--- src/design/level_crossing_controller_unit_macros.svh ---
// Assertion macros used by the level crossing controller core.
`ifndef LEVEL_CROSSING_CONTROLLER_UNIT_MACROS_SVH
`define LEVEL_CROSSING_CONTROLLER_UNIT_MACROS_SVH

// Condition must hold at every clock edge outside reset.
`define LCC_ASSERT_ALWAYS(label, cond, msg) \
	label: assert property (@(posedge clk) disable iff (!arst_n) (cond)) else $error(msg);

// Antecedent at one edge implies consequent at the next edge.
`define LCC_ASSERT_NEXT(label, ante, cons, msg) \
	label: assert property (@(posedge clk) disable iff (!arst_n) (ante) |=> (cons)) \
		else $error(msg);

`endif

--- src/design/lcc_pkg.sv ---
// Types and constants of the level crossing controller.
`default_nettype none

package lcc_pkg;

	localparam int unsigned AXLE_COUNT_MAX_DEF = 255;

	localparam int unsigned CFG_DATA_W  = 8;
	localparam int unsigned CFG_INDEX_W = 2;

	// configuration register indexes
	localparam logic [CFG_INDEX_W-1:0] REG_FLASH_PERIOD    = 2'd0;
	localparam logic [CFG_INDEX_W-1:0] REG_AMBER_TICKS     = 2'd1;
	localparam logic [CFG_INDEX_W-1:0] REG_CLEARANCE_TICKS = 2'd2;

	localparam logic [5:0] FLASH_PERIOD_RST    = 6'd6;
	localparam logic [7:0] AMBER_TICKS_RST     = 8'd40;
	localparam logic [7:0] CLEARANCE_TICKS_RST = 8'd40;

	typedef enum logic [1:0] {
		PH_GREEN    = 2'd0,
		PH_AMBER    = 2'd1,
		PH_RED      = 2'd2,
		PH_REDAMBER = 2'd3
	} phase_t;

	typedef struct packed {
		logic [5:0] flash_period;
		logic [7:0] amber_ticks;
		logic [7:0] clearance_ticks;
	} cfg_t;

	// one control tick, entry_sensor in bit 0
	typedef struct packed {
		logic gong_allowed;
		logic barrier_at_bottom;
		logic barrier_at_top;
		logic exit_sensor;
		logic entry_sensor;
	} item_t;

	// output latch, lamp_red in bit 0
	typedef struct packed {
		logic crossing_closed;
		logic gong_on;
		logic warning_flash;
		logic raise_drive;
		logic lower_drive;
		logic lamp_green;
		logic lamp_amber;
		logic lamp_red;
	} pins_t;

	localparam pins_t PINS_RST = '{lamp_green: 1'b1, default: 1'b0};

endpackage

`default_nettype wire

--- src/design/lcc_core.sv ---
// Axle counting, phase sequencing and output latch of the crossing controller.
`default_nettype none

module lcc_core
	import lcc_pkg::*;
#(
	parameter int unsigned AXLE_COUNT_MAX = AXLE_COUNT_MAX_DEF
) (
	input  wire         clk,
	input  wire         arst_n,
	input  wire         step,
	input  item_t       item,
	input  cfg_t        cfg,
	output pins_t       pins
);

`include "level_crossing_controller_unit_macros.svh"

	localparam int unsigned CW = $clog2(AXLE_COUNT_MAX + 1);
	localparam logic [CW-1:0] CNT_MAX = CW'(AXLE_COUNT_MAX);

	logic [CW-1:0] count_q, count_d;
	phase_t        phase_q, phase_d;
	logic [7:0]    amber_q, amber_d;
	logic [7:0]    clear_q, clear_d;
	logic [5:0]    flash_q, flash_d;
	logic          armed_q;
	logic [1:0]    last_q;
	pins_t         pins_q, pins_d;

	logic [1:0] levels, rising;
	logic [CW-1:0] count_in;
	logic       cnt_nz;
	logic       go_red, go_amber, amber_hold;
	logic       clr_done, enter_ra, clr_inc;
	logic [5:0] flash_inc;
	logic       flash_toggle;

	assign levels = {item.exit_sensor, item.entry_sensor};
	assign rising = levels & ~last_q;

	// entry edge first, then exit edge
	always_comb begin
		count_in = count_q;
		if (rising[0] && count_in < CNT_MAX) begin
			count_in = count_in + 1'b1;
		end
		count_d = count_in;
		if (rising[1] && count_in != '0) begin
			count_d = count_in - 1'b1;
		end
	end

	assign cnt_nz = (count_d != '0);

	assign go_red = cnt_nz && (phase_q == PH_RED ||
		(phase_q == PH_AMBER && amber_q >= cfg.amber_ticks));
	assign go_amber   = cnt_nz && !go_red && phase_q != PH_AMBER;
	assign amber_hold = cnt_nz && !go_red && phase_q == PH_AMBER;

	assign clr_done = !cnt_nz && armed_q && phase_q == PH_REDAMBER &&
		clear_q >= cfg.clearance_ticks;
	assign enter_ra = !cnt_nz && armed_q && phase_q == PH_RED;
	assign clr_inc  = !cnt_nz && armed_q && phase_q == PH_REDAMBER && !clr_done;

	assign flash_inc    = flash_q + 1'b1;
	assign flash_toggle = go_red && flash_inc >= cfg.flash_period;

	// next state
	always_comb begin
		phase_d = phase_q;
		amber_d = amber_q;
		clear_d = clear_q;
		flash_d = flash_q;
		if (go_red) begin
			phase_d = PH_RED;
			flash_d = flash_toggle ? 6'd0 : flash_inc;
		end
		if (go_amber) begin
			phase_d = PH_AMBER;
			amber_d = 8'd1;
		end
		if (amber_hold) begin
			amber_d = amber_q + 1'b1;
		end
		if (clr_done) begin
			phase_d = PH_GREEN;
			clear_d = 8'd0;
			amber_d = 8'd0;
		end
		if (enter_ra) begin
			phase_d = PH_REDAMBER;
			clear_d = 8'd1;
		end
		if (clr_inc) begin
			clear_d = clear_q + 1'b1;
		end
	end

	// output latch
	always_comb begin
		pins_d = pins_q;
		if (go_red) begin
			pins_d.lamp_red        = 1'b1;
			pins_d.lamp_amber      = 1'b0;
			pins_d.lamp_green      = 1'b0;
			pins_d.crossing_closed = 1'b1;
			pins_d.raise_drive     = 1'b0;
			pins_d.lower_drive     = !item.barrier_at_bottom;
			if (flash_toggle) begin
				if (!pins_q.warning_flash) begin
					pins_d.warning_flash = 1'b1;
					pins_d.gong_on       = item.gong_allowed;
				end else begin
					pins_d.warning_flash = 1'b0;
					pins_d.gong_on       = 1'b0;
				end
			end
		end
		if (go_amber) begin
			pins_d.lamp_red   = 1'b0;
			pins_d.lamp_amber = 1'b1;
			pins_d.lamp_green = 1'b0;
		end
		if (!cnt_nz) begin
			if (clr_done) begin
				pins_d.lamp_red   = 1'b0;
				pins_d.lamp_amber = 1'b0;
				pins_d.lamp_green = 1'b1;
			end
			if (enter_ra) begin
				pins_d.lamp_red        = 1'b1;
				pins_d.lamp_amber      = 1'b1;
				pins_d.lamp_green      = 1'b0;
				pins_d.warning_flash   = 1'b0;
				pins_d.crossing_closed = 1'b0;
			end
			pins_d.lower_drive = 1'b0;
			pins_d.raise_drive = !item.barrier_at_top;
		end
	end

	always_ff @(posedge clk or negedge arst_n) begin
		if (!arst_n) begin
			count_q <= '0;
			phase_q <= PH_GREEN;
			amber_q <= '0;
			clear_q <= '0;
			flash_q <= '0;
			armed_q <= 1'b0;
			last_q  <= '0;
			pins_q  <= PINS_RST;
		end else if (step) begin
			count_q <= count_d;
			phase_q <= phase_d;
			amber_q <= amber_d;
			clear_q <= clear_d;
			flash_q <= flash_d;
			armed_q <= armed_q | cnt_nz;
			last_q  <= levels;
			pins_q  <= pins_d;
		end
	end

	assign pins = pins_q;

	function automatic logic [2:0] phase_lamps(phase_t ph);
		logic [2:0] l;
		case (ph)
			PH_GREEN:    l = 3'b100;
			PH_AMBER:    l = 3'b010;
			PH_RED:      l = 3'b001;
			PH_REDAMBER: l = 3'b011;
			default:     l = 3'b000;
		endcase
		return l;
	endfunction

	`LCC_ASSERT_ALWAYS(a_lamps_phase, {pins_q.lamp_green, pins_q.lamp_amber, pins_q.lamp_red} == phase_lamps(phase_q), "lamps disagree with phase")
	`LCC_ASSERT_ALWAYS(a_closed_red, pins_q.crossing_closed == (phase_q == PH_RED), "crossing_closed outside red")
	`LCC_ASSERT_ALWAYS(a_drives_excl, !(pins_q.lower_drive && pins_q.raise_drive), "both barrier drives on")
	`LCC_ASSERT_NEXT(a_count_up, step && rising == 2'b01 && count_q < CNT_MAX, count_q == CW'($past(count_q) + 1'b1), "entry edge not counted")

endmodule

`default_nettype wire

--- src/design/level_crossing_controller_unit.sv ---
// Top level of the level crossing controller: stream ports, config registers, core.
//
//  channel   | direction | payload (lsb first)
//  ----------+-----------+-----------------------------------------------------
//  s_*       | in        | tick request: sensors, limit switches, gong switch
//  m_*       | out       | output latch: lamps, drives, flash, gong, closed
//  cfg_*     | in        | register write: flash, amber, clearance periods
//
// One request per clock while the m side keeps up: a request waits in the input
// register, the core then updates its state and output latch from it, and the
// latch is the result register seen on m_tdata.
// Reset (arst_n, async) clears all control state and loads register defaults.
// A stalled m side holds the latch; the input register still takes one request.
`default_nettype none

module level_crossing_controller_unit
	import lcc_pkg::*;
#(
	parameter int unsigned AXLE_COUNT_MAX = AXLE_COUNT_MAX_DEF
) (
	input  wire                   clk,
	input  wire                   arst_n,
	input  wire                   s_tvalid,
	output logic                  s_tready,
	// entry_sensor, exit_sensor, barrier_at_top, barrier_at_bottom, gong_allowed, 3'b0
	input  wire  [7:0]            s_tdata,
	output logic                  m_tvalid,
	input  wire                   m_tready,
	// lamp_red, lamp_amber, lamp_green, lower_drive, raise_drive,
	// warning_flash, gong_on, crossing_closed
	output logic [7:0]            m_tdata,
	input  wire                   cfg_wr_en,
	input  wire  [CFG_INDEX_W-1:0] cfg_index,
	input  wire  [CFG_DATA_W-1:0]  cfg_data
);

	cfg_t  cfg_q;
	item_t item_s1;
	logic  valid_s1;
	logic  out_valid_q;
	logic  step;
	pins_t pins;

	// config registers; index beyond the list is dropped
	always_ff @(posedge clk or negedge arst_n) begin
		if (!arst_n) begin
			cfg_q.flash_period    <= FLASH_PERIOD_RST;
			cfg_q.amber_ticks     <= AMBER_TICKS_RST;
			cfg_q.clearance_ticks <= CLEARANCE_TICKS_RST;
		end else if (cfg_wr_en) begin
			case (cfg_index)
				REG_FLASH_PERIOD:    cfg_q.flash_period    <= cfg_data[5:0];
				REG_AMBER_TICKS:     cfg_q.amber_ticks     <= cfg_data[7:0];
				REG_CLEARANCE_TICKS: cfg_q.clearance_ticks <= cfg_data[7:0];
				default: ;
			endcase
		end
	end

	// core fires when a request waits and the result slot is free or draining
	assign step     = valid_s1 && (!out_valid_q || m_tready);
	assign s_tready = !valid_s1 || step;

	always_ff @(posedge clk or negedge arst_n) begin
		if (!arst_n) begin
			valid_s1 <= 1'b0;
		end else if (s_tready) begin
			valid_s1 <= s_tvalid;
		end
	end

	always_ff @(posedge clk) begin
		if (s_tready && s_tvalid) begin
			item_s1 <= item_t'(s_tdata[4:0]);
		end
	end

	always_ff @(posedge clk or negedge arst_n) begin
		if (!arst_n) begin
			out_valid_q <= 1'b0;
		end else if (step) begin
			out_valid_q <= 1'b1;
		end else if (m_tready) begin
			out_valid_q <= 1'b0;
		end
	end

	lcc_core #(
		.AXLE_COUNT_MAX(AXLE_COUNT_MAX)
	) u_core (
		.clk   (clk),
		.arst_n(arst_n),
		.step  (step),
		.item  (item_s1),
		.cfg   (cfg_q),
		.pins  (pins)
	);

	assign m_tvalid = out_valid_q;
	assign m_tdata  = pins;

endmodule

`default_nettype wire

--- config.mk ---
export PLATFORM = sky130hd
export DESIGN_NAME = level_crossing_controller_unit
export DESIGN_NICKNAME = d
export VERILOG_FILES = /design/src/design/lcc_pkg.sv /design/src/design/lcc_core.sv /design/src/design/level_crossing_controller_unit.sv
export VERILOG_INCLUDE_DIRS = /design/src /design/src/design
export SDC_FILE = /design/constraint.sdc
export NUM_CORES = 1
export LEC_CHECK = 0
export ABC_AREA = 0
export BUFFER_PORTS_ARGS = -buffer_cell sky130_fd_sc_hd__buf_2
export CAP_MARGIN = 25
export CORE_MARGIN = 2
export CORE_UTILIZATION = 45
export DETAILED_ROUTE_END_ITERATION = 7
export HOLD_SLACK_MARGIN = 0.05
export PLACE_DENSITY = 0.7
export SLEW_MARGIN = 10
export SYNTH_ARGS = -nofsm -noshare
export SYNTH_HDL_FRONTEND = slang
export SYNTH_SLANG_ARGS = --single-unit
export TNS_END_PERCENT = 30
--- constraint.sdc ---
create_clock -name clk -period 3.6 [get_ports clk]
set_input_delay 0.36 -clock clk [delete_from_list [all_inputs] [get_ports clk]]
set_output_delay 0.36 -clock clk [all_outputs]
set_load 0.005 [all_outputs]
==> metrics.txt <==
outcome=completed; sequential-to-total area share from yosys stat=43.27%; Final ANT Viol Nets=0; DIE WIDTH=101.1 um; largest net degree at the start of global routing=26; switching share of total power=35.88%; Pins Over Slew Limit=0; DIE HEIGHT=101.1 um; RSZ-0062 raised after global routing=true; Main synth FF type=dfrtp_1; initial antenna violation count=0; fin util=53.47%; post-DP HPWL=6280 um; layout cells sized above 1=23.93%; pre-CTS setup slack=0.06792 ns; P_leak=2.316 nW; fin crit share=95.49%; crit start category=register; Nets=535; final worst clock skew=0.008104 ns; Clock power frac=22.4%; Synth Warn #=0; Site Rows=35; commonest non-fill, non-tap cell in the layout=dfrtp_1; Clock Sinks=72; internal power=2.028 mW; Post-Syn Instances=435; Final setup viols=0; synthesized net count=486; Initial Util=46.12%; Hold Path Class=in -> reg; Crit-path slowest cell=dfrtp_1; htree depth=3; Clk pin slew, worst setup/hold paths=0.08 ns; Post-synth EDFFs=5; largest stage delay on the critical path=0.38 ns; Core Region=0.009196 sq mm; IO Pins=33; Max-slew headroom=49.47%; vias=3305; sequential power share=37.5%; DRC=0; Final Hold Viols=0; Buf/Inv on CP=1; Synth async-reset ratio=93.06%; net switching power=1.135 mW; Worst path most repeated cell=nand4_1; logic gate share of total power=40.1%; crit end category=register; actual slew at the worst max-slew pin=0.7562 ns; Mapped Avg Cell Area=9.751 sq um; CTS Buf Count=9; final hold slack=0.1881 ns; maximum vdd ir drop=0.3375 mV; Post-Place Cells=577; antenna cell count=0; top cell type's share of synthesized area=35.40%; Max Cap Viol=0; CTS tree=built; Max Freq=290.9 MHz; worst setup margin=0.1622 ns; Yosys reg bits=72; min Tclk post-route=3.438 ns; clk buf depth=2; global-route wire length before repair=14790 um; highest net fanout along the worst path=6; Post-Syn Area=0.004242 sq mm; First DRT Iteration DRCs=191; largest cells by area after synthesis=dfrtp_1, ha_1, mux2_2, dfstp_2, o21ai_0; crit path kind=reg -> reg; Final GP Congestion=0.8663; Worst EP arrival=3.66 ns; vias in the first global route=3167; fin cells=600; Distinct cells, synth=60; grt ovf=0; CTS root buffer=clkbuf_8; routed wire length=8670 um; average vias per placed instance=5.508; die area=0.01022 sq mm; Synth area leader=dfrtp_1; Area Overhead vs Synth=15.93%; GRT Total Usage=17.93%; DR WL/cell=14.45 um; CP delay by family, top=compound AO/OA/AOI/OAI gates; worst-path cell chain=ha_2 -> nand4_1 -> o21ai_1 -> buf_4 -> mux2i_4 -> ha_1 -> and2_4 -> o221a_2 -> o21a_1 -> mux2i_2 -> o211ai_2 -> nor2_4 -> nand4_1 -> o211a_1 -> mux2_4; worst skew pair latency=0.34 ns; DRT Pass-1 Iters=4; port bufs=29; most frequent cells in the layout=dfrtp_1, nand2_1, o21ai_0; Power Density=643.3 mW/mm^2; required time worst endpoint=3.82 ns
-- path summary, 6_finish.rpt --
kind | start | to | slack (ns) | cells after the start
worst max-delay path | u_core.count_q[1] | u_core.phase_q[0] | 0.16 | 15
worst min-delay path | s_tdata[1] | item_s1[1] | 0.19 | 1
worst max register to register | u_core.count_q[1] | u_core.phase_q[0] | 0.16 | 15
worst min register to register | item_s1[3] | u_core.pins[3] | 0.41 | 1
max in group asynchronous | arst_n | cfg_q[13] | 2.38 | 3
min in group asynchronous | arst_n | cfg_q[4] | 0.48 | 2
-- power groups by stage --
stage          registers (mW)  logic [mW]  clock network, mW
2_1_floorplan            1.15       0.883                  0
3_3_place_gp             1.19        1.16                  0
3_5_place_dp             1.20        1.18                  0
4_1_cts                  1.19        1.20              0.722
5_1_grt                  1.22        1.45              0.749
6_report                 1.19        1.27              0.709
-- worst reg2reg max path: cells and delay by family, from the launching register on --
family	cells	cell delay, ns
compound gates	5	0.94
mux	3	0.80
simple gates	4	0.64
flops	1	0.38
buf+inv	1	0.18
fa+ha+maj	2	0.35
-- per-layer routing --
layer,part of all wire (%),vias up,GRT usage [%],routed length (um)
li1,-,1653,-,-
met1,47,1590,24.25,4055
met2,49,51,29.24,4226
met3,3.3,11,3.883,288
met4,1.1,0,4.782,99
met5,0,-,0,0
-- final cells by class --
cell class,instances,area [sq um]
Sequential cell,72,1837
Tap cell,111,138.9
Timing Repair Buffer,54,336.6
Clock buffer,10,137.6
Inverter,29,108.9
Multi-Input combinational cell,318,2276
Clock inverter,6,82.58
Fill cell,822,4279
-- metrics by stage --
step	instance area (sq um)	total power, mW	TNS (ns)
global placement	4586	2.351	0
floorplan	4242	2.031	0
detailed placement	4586	2.387	0
CTS	4816	3.111	0
finish	4917	3.163	0
global route	4917	3.418	-0.3691
-- logic make-up (layout without fill, tap and decap cells) --
logic type / after synthesis / count (layout) / share of synthesized area, %
AO/OA/AOI/OAI: 99 / 99 / 15.19
flip-flops: 72 / 72 / 43.27
adder cells (fa/ha/maj): 28 / 28 / 8.260
buffers and inverters: 45 / 99 / 4.336
AND/OR/NAND/NOR: 150 / 150 / 18.91
multiplexers: 28 / 28 / 7.345
XOR/XNOR: 13 / 13 / 2.684
-- sequential cells by signal (all words and copies together), names as in the netlist --
| signal | count |
|---|---|
| u_core.amber_q | 8 |
| u_core.clear_q | 8 |
| u_core.armed_q | 1 |
| u_core.pins | 8 |
| u_core.count_q | 8 |
| u_core.phase_q | 2 |
| u_core.last_q | 2 |
| valid_s1 | 1 |
| cfg_q | 22 |
| u_core.flash_q | 6 |
| item_s1 | 5 |
| m_tvalid | 1 |
-- cell usage after synthesis, types with 8 or more instances --
cell type / count
nand3_1: 15
mux2_2: 21
a21o_1: 9
xnor2_1: 9
o21ai_0: 35
a21oi_1: 13
inv_1: 29
nand4_1: 8
a31oi_1: 8
clkbuf_1: 9
or3_1: 9
ha_1: 28
nand2_1: 39
nand2b_1: 18
nor2_1: 20
dfrtp_1: 60
-- repair_timing --
item,4_1_cts,5_1_grt
setup endpoints to repair,0,26
setup buffers,0,5
endpoints found under the hold margin,14,0
resized for setup,0,15
hold buffers,1,0
(Power assumes the default switching activity.)
